## src/rtl/grp_pkg.sv

```systemverilog
// ----------------------------------------------------------------------------
// grp_pkg
// Shared types, field widths and status codes for the guillotine rectangle
// packer.
// ----------------------------------------------------------------------------
package grp_pkg;

    // Field widths of the transfer payloads
    localparam int SPRITE_W = 12;
    localparam int POS_W    = 14;
    localparam int SIZE_W   = 15;

    // Default configuration
    localparam int FREE_SLOTS_DEF = 64;
    localparam int MAX_SIDE_DEF   = 16384;

    typedef logic [SPRITE_W-1:0] t_sprite;
    typedef logic [POS_W-1:0]    t_pos;
    typedef logic [SIZE_W-1:0]   t_size;

    typedef enum logic [1:0] {
        ST_PLACED    = 2'd0,
        ST_FULL      = 2'd1,
        ST_TOO_LARGE = 2'd2
    } t_status;

    typedef struct packed {
        logic    new_atlas;
        t_sprite sprite_width;
        t_sprite sprite_height;
    } t_in;

    typedef struct packed {
        t_pos    place_x;
        t_pos    place_y;
        t_size   atlas_width;
        t_size   atlas_height;
        t_status status;
    } t_out;

    typedef enum logic [3:0] {
        S_IDLE,
        S_START,
        S_SCAN,
        S_GROW,
        S_GCHK,
        S_PLACE,
        S_PUSH_R,
        S_PUSH_B,
        S_EMIT
    } t_state;

endpackage

```

## src/rtl/guillotine_rect_packer.sv

```systemverilog
// ----------------------------------------------------------------------------
// guillotine_rect_packer
// First-fit guillotine packer: places one rectangle per transfer into a
// growing atlas and returns its position, the atlas size and a status.
// ----------------------------------------------------------------------------
// An item that takes a free-table entry appends zero to two remainders to
// the table. When none of the N entries fits, the atlas is doubled, each
// doubling appending one growth strip; a new-atlas item needs no scan.
// Other items start with a scan of the free table, which reads one entry
// per cycle from the free-table memory and tests it in one shared fit
// comparator; remainders are then written one per cycle, and growth strips
// one per doubling, through the same memory's write port. The block takes
// no new item until the result of the current one is loaded into the output
// register; a finished result may wait there while the next item is already
// being worked on. A failed item (table full or atlas too large) leaves the
// table and atlas size as they were and reports position (0,0).
module guillotine_rect_packer #(
    parameter int FREE_SLOTS = grp_pkg::FREE_SLOTS_DEF,
    parameter int MAX_SIDE   = grp_pkg::MAX_SIDE_DEF
) (
    input  logic          i_clk,
    input  logic          i_rst_n,
    input  logic          i_valid,
    output logic          o_ready,
    input  grp_pkg::t_in  i_data,
    output logic          o_valid,
    input  logic          i_ready,
    output grp_pkg::t_out o_data
);

    import grp_pkg::*;

    localparam int CW   = $clog2(MAX_SIDE);
    localparam int SW   = $clog2(MAX_SIDE + 1);
    localparam int SW1  = SW + 1;
    localparam int WW   = ((SW > SPRITE_W) ? SW : SPRITE_W) + 1;
    localparam int IDXW = $clog2(FREE_SLOTS);
    localparam int CNTW = $clog2(FREE_SLOTS + 1);
    localparam int CNT1 = CNTW + 1;

    typedef struct packed {
        logic [CW-1:0] left;
        logic [CW-1:0] top;
        logic [SW-1:0] width;
        logic [SW-1:0] height;
        logic          taken;
    } t_entry;

    localparam int ENT_W = $bits(t_entry);

    // Control state
    t_state          r_state,   n_state;
    logic [CNTW-1:0] r_count,   n_count;
    logic [SW-1:0]   r_cur_w,   n_cur_w;
    logic [SW-1:0]   r_cur_h,   n_cur_h;
    logic            r_chk_vld, n_chk_vld;
    logic            r_out_valid, n_out_valid;

    // Working data
    t_in             r_in,      n_in;
    logic [CNTW-1:0] r_wcnt,    n_wcnt;
    logic [SW-1:0]   r_ww,      n_ww;
    logic [SW-1:0]   r_wh,      n_wh;
    logic [CNTW-1:0] r_rd_idx,  n_rd_idx;
    logic [IDXW-1:0] r_chk_idx, n_chk_idx;
    t_entry          r_ent,     n_ent;
    logic [IDXW-1:0] r_ent_idx, n_ent_idx;
    logic            r_need_b,  n_need_b;
    logic [CW-1:0]   r_res_x,   n_res_x;
    logic [CW-1:0]   r_res_y,   n_res_y;
    t_status         r_res_st,  n_res_st;
    t_out            r_out,     n_out;

    // Memory ports
    logic             w_we;
    logic [IDXW-1:0]  w_waddr;
    t_entry           w_wentry;
    logic             w_re;
    logic [IDXW-1:0]  w_raddr;
    logic [ENT_W-1:0] w_rdata;

    // Shared fit test and placement arithmetic
    t_entry          w_cand;
    logic            w_fit;
    logic [WW-1:0]   w_sw;
    logic [WW-1:0]   w_sh;
    logic            w_need_r;
    logic            w_need_b;
    logic [CNT1-1:0] w_need_sum;
    logic [SW1-1:0]  w_dbl;
    logic [WW-1:0]   w_nw;
    logic [WW-1:0]   w_nh;

    grp_free_mem #(
        .DEPTH  (FREE_SLOTS),
        .DATA_W (ENT_W)
    ) u_free_mem (
        .i_clk   (i_clk),
        .i_we    (w_we),
        .i_waddr (w_waddr),
        .i_wdata (w_wentry),
        .i_re    (w_re),
        .i_raddr (w_raddr),
        .o_rdata (w_rdata)
    );

    // Fit comparator: memory data while scanning, held entry otherwise
    always_comb begin
        w_sw   = WW'(r_in.sprite_width);
        w_sh   = WW'(r_in.sprite_height);
        w_cand = (r_state == S_SCAN) ? t_entry'(w_rdata) : r_ent;
        w_fit  = !w_cand.taken && (w_sw <= WW'(w_cand.width))
                 && (w_sh <= WW'(w_cand.height));
        w_need_r   = (WW'(r_ent.width) > w_sw) && (r_ent.height != '0);
        w_need_b   = (w_sw != '0) && (WW'(r_ent.height) > w_sh);
        w_need_sum = CNT1'(r_wcnt) + CNT1'(w_need_r) + CNT1'(w_need_b);
        w_dbl      = (r_ww > r_wh) ? {r_wh, 1'b0} : {r_ww, 1'b0};
        w_nw       = (w_sw == '0) ? WW'(1) : w_sw;
        w_nh       = (w_sh == '0) ? WW'(1) : w_sh;
    end

    // Sequencer: next state, working registers and memory access
    always_comb begin
        n_state     = r_state;
        n_count     = r_count;
        n_cur_w     = r_cur_w;
        n_cur_h     = r_cur_h;
        n_chk_vld   = 1'b0;
        n_out_valid = r_out_valid & ~i_ready;
        n_in        = r_in;
        n_wcnt      = r_wcnt;
        n_ww        = r_ww;
        n_wh        = r_wh;
        n_rd_idx    = r_rd_idx;
        n_chk_idx   = r_chk_idx;
        n_ent       = r_ent;
        n_ent_idx   = r_ent_idx;
        n_need_b    = r_need_b;
        n_res_x     = r_res_x;
        n_res_y     = r_res_y;
        n_res_st    = r_res_st;
        n_out       = r_out;
        w_we        = 1'b0;
        w_waddr     = r_wcnt[IDXW-1:0];
        w_wentry    = r_ent;
        w_re        = 1'b0;
        w_raddr     = r_rd_idx[IDXW-1:0];
        o_ready     = 1'b0;

        unique case (r_state)
            S_IDLE: begin
                o_ready = 1'b1;
                if (i_valid) begin
                    n_in    = i_data;
                    n_state = S_START;
                end
            end

            // Start a new atlas, or copy the committed state and scan
            S_START: begin
                n_wcnt   = r_count;
                n_ww     = r_cur_w;
                n_wh     = r_cur_h;
                n_rd_idx = '0;
                n_res_x  = '0;
                n_res_y  = '0;
                if (r_in.new_atlas) begin
                    n_state = S_EMIT;
                    if (w_nw > WW'(MAX_SIDE) || w_nh > WW'(MAX_SIDE)) begin
                        n_res_st = ST_TOO_LARGE;
                    end else begin
                        n_res_st = ST_PLACED;
                        n_ww     = SW'(w_nw);
                        n_wh     = SW'(w_nh);
                        n_wcnt   = '0;
                    end
                end else begin
                    n_state = S_SCAN;
                end
            end

            // Issue one read per cycle, test the entry read in the previous cycle
            S_SCAN: begin
                if (r_chk_vld && w_fit) begin
                    n_ent     = w_cand;
                    n_ent_idx = r_chk_idx;
                    n_state   = S_PLACE;
                end else if (r_rd_idx < r_wcnt) begin
                    w_re      = 1'b1;
                    n_rd_idx  = r_rd_idx + 1'b1;
                    n_chk_vld = 1'b1;
                    n_chk_idx = r_rd_idx[IDXW-1:0];
                end else if (!r_chk_vld) begin
                    n_state = S_GROW;
                end
            end

            // Double the smaller side, add its strip; fail if full or too large
            S_GROW: begin
                if (r_wcnt >= CNTW'(FREE_SLOTS)) begin
                    n_res_st = ST_FULL;
                    n_state  = S_EMIT;
                end else if (w_dbl > SW1'(MAX_SIDE)) begin
                    n_res_st = ST_TOO_LARGE;
                    n_state  = S_EMIT;
                end else begin
                    if (r_ww > r_wh) begin
                        w_wentry = '{left: '0, top: CW'(r_wh), width: r_ww,
                                     height: r_wh, taken: 1'b0};
                        n_wh     = SW'(w_dbl);
                    end else begin
                        w_wentry = '{left: CW'(r_ww), top: '0, width: r_ww,
                                     height: r_wh, taken: 1'b0};
                        n_ww     = SW'(w_dbl);
                    end
                    w_we      = 1'b1;
                    n_ent     = w_wentry;
                    n_ent_idx = r_wcnt[IDXW-1:0];
                    n_wcnt    = r_wcnt + 1'b1;
                    n_state   = S_GCHK;
                end
            end

            // Only the new strip can fit after growth
            S_GCHK: begin
                n_state = w_fit ? S_PLACE : S_GROW;
            end

            // Mark the chosen entry taken unless the remainders overflow
            S_PLACE: begin
                if (w_need_sum > CNT1'(FREE_SLOTS)) begin
                    n_res_st = ST_FULL;
                    n_state  = S_EMIT;
                end else begin
                    w_we           = 1'b1;
                    w_waddr        = r_ent_idx;
                    w_wentry       = r_ent;
                    w_wentry.taken = 1'b1;
                    n_res_x        = r_ent.left;
                    n_res_y        = r_ent.top;
                    n_res_st       = ST_PLACED;
                    n_need_b       = w_need_b;
                    if (w_need_r) begin
                        n_state = S_PUSH_R;
                    end else if (w_need_b) begin
                        n_state = S_PUSH_B;
                    end else begin
                        n_state = S_EMIT;
                    end
                end
            end

            // Append the right remainder
            S_PUSH_R: begin
                w_we     = 1'b1;
                w_wentry = '{left: CW'(WW'(r_ent.left) + w_sw), top: r_ent.top,
                             width: SW'(WW'(r_ent.width) - w_sw),
                             height: r_ent.height, taken: 1'b0};
                n_wcnt   = r_wcnt + 1'b1;
                n_state  = r_need_b ? S_PUSH_B : S_EMIT;
            end

            // Append the below remainder
            S_PUSH_B: begin
                w_we     = 1'b1;
                w_wentry = '{left: r_ent.left, top: CW'(WW'(r_ent.top) + w_sh),
                             width: SW'(w_sw),
                             height: SW'(WW'(r_ent.height) - w_sh), taken: 1'b0};
                n_wcnt   = r_wcnt + 1'b1;
                n_state  = S_EMIT;
            end

            // Load the output register; commit working state on success
            S_EMIT: begin
                if (!r_out_valid || i_ready) begin
                    n_out_valid      = 1'b1;
                    n_out.place_x    = t_pos'(r_res_x);
                    n_out.place_y    = t_pos'(r_res_y);
                    n_out.status     = r_res_st;
                    if (r_res_st == ST_PLACED) begin
                        n_count            = r_wcnt;
                        n_cur_w            = r_ww;
                        n_cur_h            = r_wh;
                        n_out.atlas_width  = t_size'(r_ww);
                        n_out.atlas_height = t_size'(r_wh);
                    end else begin
                        n_out.place_x      = '0;
                        n_out.place_y      = '0;
                        n_out.atlas_width  = t_size'(r_cur_w);
                        n_out.atlas_height = t_size'(r_cur_h);
                    end
                    n_state = S_IDLE;
                end
            end

            default: begin
                n_state = S_IDLE;
            end
        endcase
    end

    // Control registers
    always_ff @(posedge i_clk) begin
        if (!i_rst_n) begin
            r_state     <= S_IDLE;
            r_count     <= '0;
            r_cur_w     <= SW'(1);
            r_cur_h     <= SW'(1);
            r_chk_vld   <= 1'b0;
            r_out_valid <= 1'b0;
        end else begin
            r_state     <= n_state;
            r_count     <= n_count;
            r_cur_w     <= n_cur_w;
            r_cur_h     <= n_cur_h;
            r_chk_vld   <= n_chk_vld;
            r_out_valid <= n_out_valid;
        end
    end

    // Payload registers
    always_ff @(posedge i_clk) begin
        r_in      <= n_in;
        r_wcnt    <= n_wcnt;
        r_ww      <= n_ww;
        r_wh      <= n_wh;
        r_rd_idx  <= n_rd_idx;
        r_chk_idx <= n_chk_idx;
        r_ent     <= n_ent;
        r_ent_idx <= n_ent_idx;
        r_need_b  <= n_need_b;
        r_res_x   <= n_res_x;
        r_res_y   <= n_res_y;
        r_res_st  <= n_res_st;
        r_out     <= n_out;
    end

    assign o_valid = r_out_valid;
    assign o_data  = r_out;

endmodule

```

## src/rtl/grp_free_mem.sv

```systemverilog
// ----------------------------------------------------------------------------
// grp_free_mem
// Free rectangle table: one write port, one read port with registered data.
// ----------------------------------------------------------------------------
module grp_free_mem #(
    parameter int DEPTH  = 64,
    parameter int DATA_W = 59
) (
    input  logic                     i_clk,
    input  logic                     i_we,
    input  logic [$clog2(DEPTH)-1:0] i_waddr,
    input  logic [DATA_W-1:0]        i_wdata,
    input  logic                     i_re,
    input  logic [$clog2(DEPTH)-1:0] i_raddr,
    output logic [DATA_W-1:0]        o_rdata
);

    logic [DATA_W-1:0] r_mem [DEPTH];
    logic [DATA_W-1:0] r_rdata;

    // Write one entry
    always_ff @(posedge i_clk) begin
        if (i_we) begin
            r_mem[i_waddr] <= i_wdata;
        end
    end

    // Read one entry, hold data while no read is issued
    always_ff @(posedge i_clk) begin
        if (i_re) begin
            r_rdata <= r_mem[i_raddr];
        end
    end

    assign o_rdata = r_rdata;

endmodule
```

## config.mk

```make
export PLATFORM = sky130hd
export DESIGN_NAME = guillotine_rect_packer
export DESIGN_NICKNAME = d
export VERILOG_FILES = /design/src/rtl/grp_pkg.sv /design/src/rtl/guillotine_rect_packer.sv /design/src/rtl/grp_free_mem.sv
export SDC_FILE = /design/constraint.sdc
export NUM_CORES = 2
export LEC_CHECK = 0
export ABC_CLOCK_PERIOD_IN_PS = 9000
export BUFFER_PORTS_ARGS = -buffer_cell sky130_fd_sc_hd__buf_2
export CORE_ASPECT_RATIO = 1.25
export CORE_MARGIN = 10
export CORE_UTILIZATION = 40
export CTS_BUF_LIST = sky130_fd_sc_hd__clkbuf_2 sky130_fd_sc_hd__clkbuf_4 sky130_fd_sc_hd__clkbuf_8
export DETAILED_ROUTE_END_ITERATION = 16
export GPL_ROUTABILITY_DRIVEN = 0
export SYNTH_ARGS = -nofsm -noshare
export SYNTH_HDL_FRONTEND = slang
export SYNTH_SLANG_ARGS = --single-unit
export TNS_END_PERCENT = 100
```

## constraint.sdc

```tcl
create_clock -name i_clk -period 9 [get_ports i_clk]
set_input_delay 1.35 -clock i_clk [delete_from_list [all_inputs] [get_ports i_clk]]
set_output_delay 1.35 -clock i_clk [all_outputs]
set_load 0.01 [all_outputs]
```

After elaboration in Yosys (flattened, before gate mapping)

Memories as Yosys holds them, arrays and structs flattened. A register that Yosys moved wholly into a read port is not among the register bits.
Index checks and enable logic that the tools add are counted.

Add/sub/neg operators: 8
Equality and inequality tests: 22
Reduce and logical (&&, ||, !) cells: 36
Bitwise logic cells: 4
Multiplexer cells: 74
Magnitude comparators: 11

Operators with widths:

| cell                                                  | number |
|---|---|
| 2-to-1 mux 59 bit                                     | 5 |
| case mux 59 bit (4 select lines)                      | 1 |
| 2-to-1 mux 15 bit                                     | 10 |
| case mux 59 bit (2 select lines)                      | 1 |
| case mux 15 bit (2 select lines)                      | 2 |
| case mux 14 bit (2 select lines)                      | 2 |
| 2-to-1 mux 4 bit                                      | 12 |
| 2-to-1 mux 7 bit                                      | 6 |
| case mux 4 bit (9 select lines)                       | 1 |
| > comparator 12 x 15 -> 1 bit (second input constant) | 2 |
| > comparator 15 x 12 -> 1 bit                         | 2 |
| less-or-equal comparator 12 x 15 -> 1 bit             | 2 |
| 2-to-1 mux 30 bit                                     | 1 |
| 2-to-1 mux 6 bit                                      | 5 |
| subtractor 15 x 12 -> 15 bit                          | 2 |
| adder 14 x 12 -> 14 bit                               | 2 |
| 2-to-1 mux 14 bit                                     | 2 |
| logical NOT 12 bit                                    | 2 |
| 2-to-1 mux 12 bit                                     | 2 |
| case mux 7 bit (3 select lines)                       | 1 |
| != test 2 bit (second input constant)                 | 9 |
| == test 4 x 3 -> 1 bit (second input constant)        | 4 |
| > comparator 16 x 15 -> 1 bit (second input constant) | 1 |
| 2-to-1 mux 16 bit                                     | 1 |
| 35 further kinds                                      | 77 |

Flip-flop bits (word level): 274
Input bits: 29
Output and inout port bits: 62
Logic and storage cells: 185
Bits in writable memories: 3776
Memories kept: 1

Memories:

| name             | depth | width | read ports | clocked after memory_dff | wr ports | RTL line           | source |
|---|---|---|---|---|---|---|---|
| u_free_mem.r_mem | 64    | 59    | 1          | 1                        | 1        | grp_free_mem.sv:18 | `logic [DATA_W-1:0] r_mem [DEPTH];` |

Longest topological paths before layout

Depth after elaboration: 9
Gate-level depth with buffers: 20
Gate-level depth less buffers: 19

By module

Synthesis repeated with hierarchy kept, for this count alone.

Cells, all modules: 7786
Area, all modules: 161813.9 sq um

Modules (own cells, without submodules):

| module                 | cells an instance | area each (sq um) | instances | sequential area each (sq um) |
|---|---|---|---|---|
| grp_free_mem           | 6129              | 145049.1          | 1         | 115160.4 |
| guillotine_rect_packer | 1657              | 16764.8           | 1         | 7797.5 |

Worst setup path before layout

No wires, ideal clock.

Kind: register -> register
Start: reg r_ent[6] (netlist name)
End: mem u_free_mem.r_mem[0][0], enable pin
Arrival: 6.170 ns
Library setup time: 0.476 ns
Period minus slack after synthesis: 6.646 ns
Cell stages (with the launch flop): 18
Data required time: 8.524 ns
Path buffers: 2
Path slack: 2.354 ns
Cell sequence: edfxtp_1 ha_1 a21o_1 a21oi_1 or2_2 a31oi_1 o31a_1 inv_1 fa_1 inv_1 ha_1 nor2b_1 and4b_1 o2111a_1 buf_2 buf_1 a31oi_1 nor2_1

Elaborated cells on any way between the ends: 13
Those cells by class: 2 x add/sub; 2 x order compare; 6 x mux; 3 x reduce/logical

RTL lines:

| item                                   | RTL line                      | source |
|---|---|---|
| from (decl)                            | guillotine_rect_packer.sv:66  | `t_entry r_ent, n_ent;` |
| from (signal assigned)                 | guillotine_rect_packer.sv:329 | `r_ent <= n_ent;` |
| > comparator 15 x 12 -> 1 bit (*)      | guillotine_rect_packer.sv:115 | `w_need_b = (w_sw != '0) && (WW'(r_ent.height) > w_sh);` |
| logical AND 1 bit (*)                  | guillotine_rect_packer.sv:115 |  |
| named net w_need_b                     | guillotine_rect_packer.sv:88  | `logic w_need_b;` |
| adder 8 x 1 -> 8 bit (*)               | guillotine_rect_packer.sv:116 | `w_need_sum = CNT1'(r_wcnt) + CNT1'(w_need_r) + CNT1'(w_need_b);` |
| > comparator 8 x 7 -> 1 bit (*)        | guillotine_rect_packer.sv:231 | `if (w_need_sum > CNT1'(FREE_SLOTS)) begin` |
| 2-to-1 mux 1 bit                       | guillotine_rect_packer.sv:231 |  |
| case mux 1 bit (3 select lines)        | guillotine_rect_packer.sv:150 | `unique case (r_state)` |
| 2-to-1 mux 1 bit                       | grp_free_mem.sv:23            | `if (i_we) begin` |
| 2-to-1 mux 1 bit (implied by the code) | grp_free_mem.sv:24            | `r_mem[i_waddr] <= i_wdata;` |
| to (decl)                              | grp_free_mem.sv:18            |  |

The timed path passes the listed nets; every way through them passes the cells marked *.

Final worst setup path

Start: reg r_ent[6] (netlist name)
End: mem u_free_mem.r_mem[2][18], enable pin

Same word-level chain as after synthesis.

==> results.md <==
- Min Hold Slack: about 0.44 ns
- Crit-path slowest cell: nor2_4
- Critical path endpoint category: flop
- CP delay by family, top: compound AO/OA/AOI/OAI gates
- Unique masters post-synth: 70
- Post-Synthesis Cells: roughly 7k
- Setup TNS: 0 ns
- Routed via count: about 80k
- Post-CTS Setup Bufs: 0
- Synth Register Bits: between 4k and 5k
- Yosys warns: 0
- Largest net degree at the start of global routing: ~140
- Count leader, synth: edfxtp_1
- Fraction of layout cells with a size suffix above 1: between 30% and 40%
- Syn nets: approximately 7.3k
- PD cells: 217 nW/um^2
- Internal Power: roughly 0.030 W
- Leading area contributor after synthesis: edfxtp_1
- RSZ-0062 raised after global routing: false
- Flip-flop and latch area: around 120000 sq um
- Avg Cell Area, Syn: between 20 and 25 sq um
- Post-CTS sizing: 0
- H-tree depth: 6
- Commonest cells post-synth: 4066 x edfxtp_1, 1239 x mux4_2, 249 x clkbuf_1, 218 x nand2_1, 162 x nor2_1
- Drt pass-1 iters: 6
- Initial Utilization: 40.2%
- Number of port buffers: 90
- Die Width: roughly 600 microns
- Final min period: 6.74 ns
- Max Cap Viol: 0
- Multi-input logic area: roughly 38000 sq um
- Total gr overflow: 0
- Total CTS buffers: about 600
- Via-per-instance ratio: 5.90
- Maximum fanout along the worst path: 26
- Die height: about 730 microns
- CTS clk-pin slew, worst paths: around 0.070 ns
- Share of the synthesized area in the top cell type: 75.6%
- Post-synth EDFFs: between 4k and 5k
- CTS Buffer Depth: 4
- CP bufs+invs: 5
- Avg WL per Cell: about 33 microns
- First-pass GRT wire length: between 600 and 700 mm
- Root Driver: clkbuf_8
- Slew @ Worst Pin: about 1.2 ns
- Worst clock skew: about 0.10 ns
- Initial DRC count: ~9.9k
- Worst Setup SP: r_ent[6]
- Die area: around 430000 sq um
- Max Transition Viols Final: 0
- Core area: between 400000 and 500000 sq um
- Final setup fails: 0
- Row cnt: 260
- Fmax: between 100 and 150 MHz
- Area grow syn2layout: 12.6%
- Flop pwr share: between 50% and 60%
- Rel. slew slack: between 10% and 20%
- Post-Route WL: approximately 440 mm
- Clock sinks: around 4k
- Worst-Skew Late Latency: roughly 1.1 ns
- Crit Path Category: flop to flop
- Status: finished, final reports clean
- Nets: roughly 7.8k
- Main flop type after synthesis: edfxtp_1
- Worst reg2reg startpoint: r_ent[6]
- Critical hold path startpoint: i_data[24]
- Max VDD drop: 0.185 mV
- Max incr delay on CP: between 0.6 and 0.7 ns
- Async SR Flop Fraction: 0%
- Post-cts hold buffer count: 0
- Hold WC Path Type: input pin to flop
- Final Hold Vio Count: 0
- Synth top area cells: edfxtp_1 76%, mux4_2 17%, ha_1 0.75%
- Leakage: around 56 nW
- Fin crit share: between 70 and 80%
- Vias in the first global route: between 80k and 90k
- GRT Total Usage: approximately 20%
- WP data arrival: 7.44 ns
- Clock power frac: between 30% and 40%
- Gate power share: a little under a tenth
- Sw frac: 23.7%
- Top Ports: between 90 and 100
- DRC viols: 0
- Seq/Total Area, Yosys: between 70% and 80%
- Cell repeated most along the worst path: buf_4
- Fillcell total: around 33k
- Setup crit start kind: flop
- CP required: ~9.7 ns
- Netlist Area Pre-Place: about 160000 sq um
- TritonCTS clock tree: yes
- Switching pwr: about 0.0093 W
- Critical path, cell by cell: ha_1, a21o_1, a21oi_1, or2_2, a31oi_1, o31a_1, inv_1, fa_1, inv_1, ha_1, nor2b_1, a32oi_1, nand2_1, o2111a_1, buf_4, nand2_1, o31ai_1, a32oi_1, buf_4, nor2_4, buf_4
- Initial antenna violation count: 33
- Antenna Nets Post-Route: 0
- DP HPWL: 267 mm
-- layout by cell type (no fill, tap or decap), drive strengths merged, types with 15 or more instances in the layout --
cell / instances
nand2: 218
o211ai: 25
mux2: 30
clkbuf: 785
nand3: 32
nand2b: 18
nor4: 25
xor2: 15
nor3: 26
xnor2: 30
clkinv: 200
a21oi: 116
buf: 328
o21ai: 112
and2: 76
inv: 97
mux4: 1239
edfxtp: 4066
a22oi: 35
nor2: 163
a211oi: 26
a21o: 28
bufinv: 19
a31oi: 18
a21boi: 39
clkinvlp: 24
mux2i: 61
ha: 97
dfxtp: 43
-- flip-flops by register name, summed over array words and instances, names as in the netlist --
signal              count
r_ww                   15
u_free_mem.o_rdata     59
r_wh                   15
r_cur_w                15
r_cur_h                15
r_rd_idx                7
r_count                 7
r_need_b                1
r_chk_idx               6
r_res_y                14
r_res_x                14
r_state                 4
o_data                 60
o_valid                 1
r_chk_vld               1
r_wcnt                  7
r_res_st                2
r_in                   25
u_free_mem.r_mem     3776
r_ent_idx               6
r_ent                  59
-- worst reg2reg max path: stages, from the launching register on --
cell and delay, ns:
edfxtp_1 0.50, ha_1 0.42, a21o_1 0.14, a21oi_1 0.10
or2_2 0.34, a31oi_1 0.36, o31a_1 0.38, inv_1 0.13
fa_1 0.40, inv_1 0.08, ha_1 0.22, nor2b_1 0.21
a32oi_1 0.14, nand2_1 0.15, o2111a_1 0.35, buf_4 0.38
nand2_1 0.17, o31ai_1 0.17, a32oi_1 0.21, buf_4 0.32
nor2_4 0.65, buf_4 0.51
-- worst paths after layout --
| kind | end | cells after the start | slack, ns |
|---|---|---|---|
| min | r_in[24] | 1 | 0.44 |
| max | u_free_mem.r_mem[2][18] | 21 | 2.26 |
| min reg2reg | r_count[5] | 2 | 0.48 |
| max reg2reg | u_free_mem.r_mem[2][18] | 21 | 2.26 |
-- per-stage QoR --
stage	util (%)	total power [W]	area (sq um)	instances	worst slack [ns]
floorplan	-	0.0236	161000	7150	2.35
global placement	42.4	0.0251	170000	12500	2.50
detailed placement	42.4	0.0251	170000	12500	2.42
CTS	45.3	0.0398	182000	13500	2.34
global route	45.3	0.0407	182000	13500	2.02
finish	45.3	0.0394	182000	13500	2.26
-- layout make-up --
class                           instances  area share [%]
Tap cell                             5371            3.69
Inverter                               78           0.161
Multi-Input combinational cell       2588            20.8
Timing Repair Buffer                  328            1.39
Sequential cell                      4109            67.6
Antenna cell                            9          0.0124
Clock buffer                          785            5.36
Clock inverter                        262           0.982
-- power groups by stage --
stage / Clock, W / Sequential, W / Combinational, W
4_1_cts: 0.0150 / 0.0211 / 0.00363
3_5_place_dp: 0 / 0.0215 / 0.00362
3_3_place_gp: 0 / 0.0215 / 0.00361
5_1_grt: 0.0159 / 0.0211 / 0.00374
2_1_floorplan: 0 / 0.0214 / 0.00221
6_report: 0.0147 / 0.0211 / 0.00359
-- cells by family (layout without fill, tap and decap cells) --
logic type / count (synthesis) / count (layout) / synth area share (%)
muxes: 1330 / 1330 / 17.9
AOI/OAI and AO/OA: 485 / 485 / 1.97
other: 0 / 9 / 0
DFF: 4109 / 4109 / 76.1
buffers and inverters: 453 / 1453 / 1.13
xor gates and xnor gates: 45 / 45 / 0.244
adders and majority gates: 102 / 102 / 0.814
and+or+nand+nor: 626 / 626 / 1.82
-- layer usage --
layer  wire (microns)  track usage (%)  up-vias
li1                 -                -    31600
met1           172000             27.0    43400
met2           222000             33.6     4056
met3            33500             3.25      809
met4            16400             6.87        6
met5               42                0        -
Note: power is estimated with default switching activity, not from simulation.
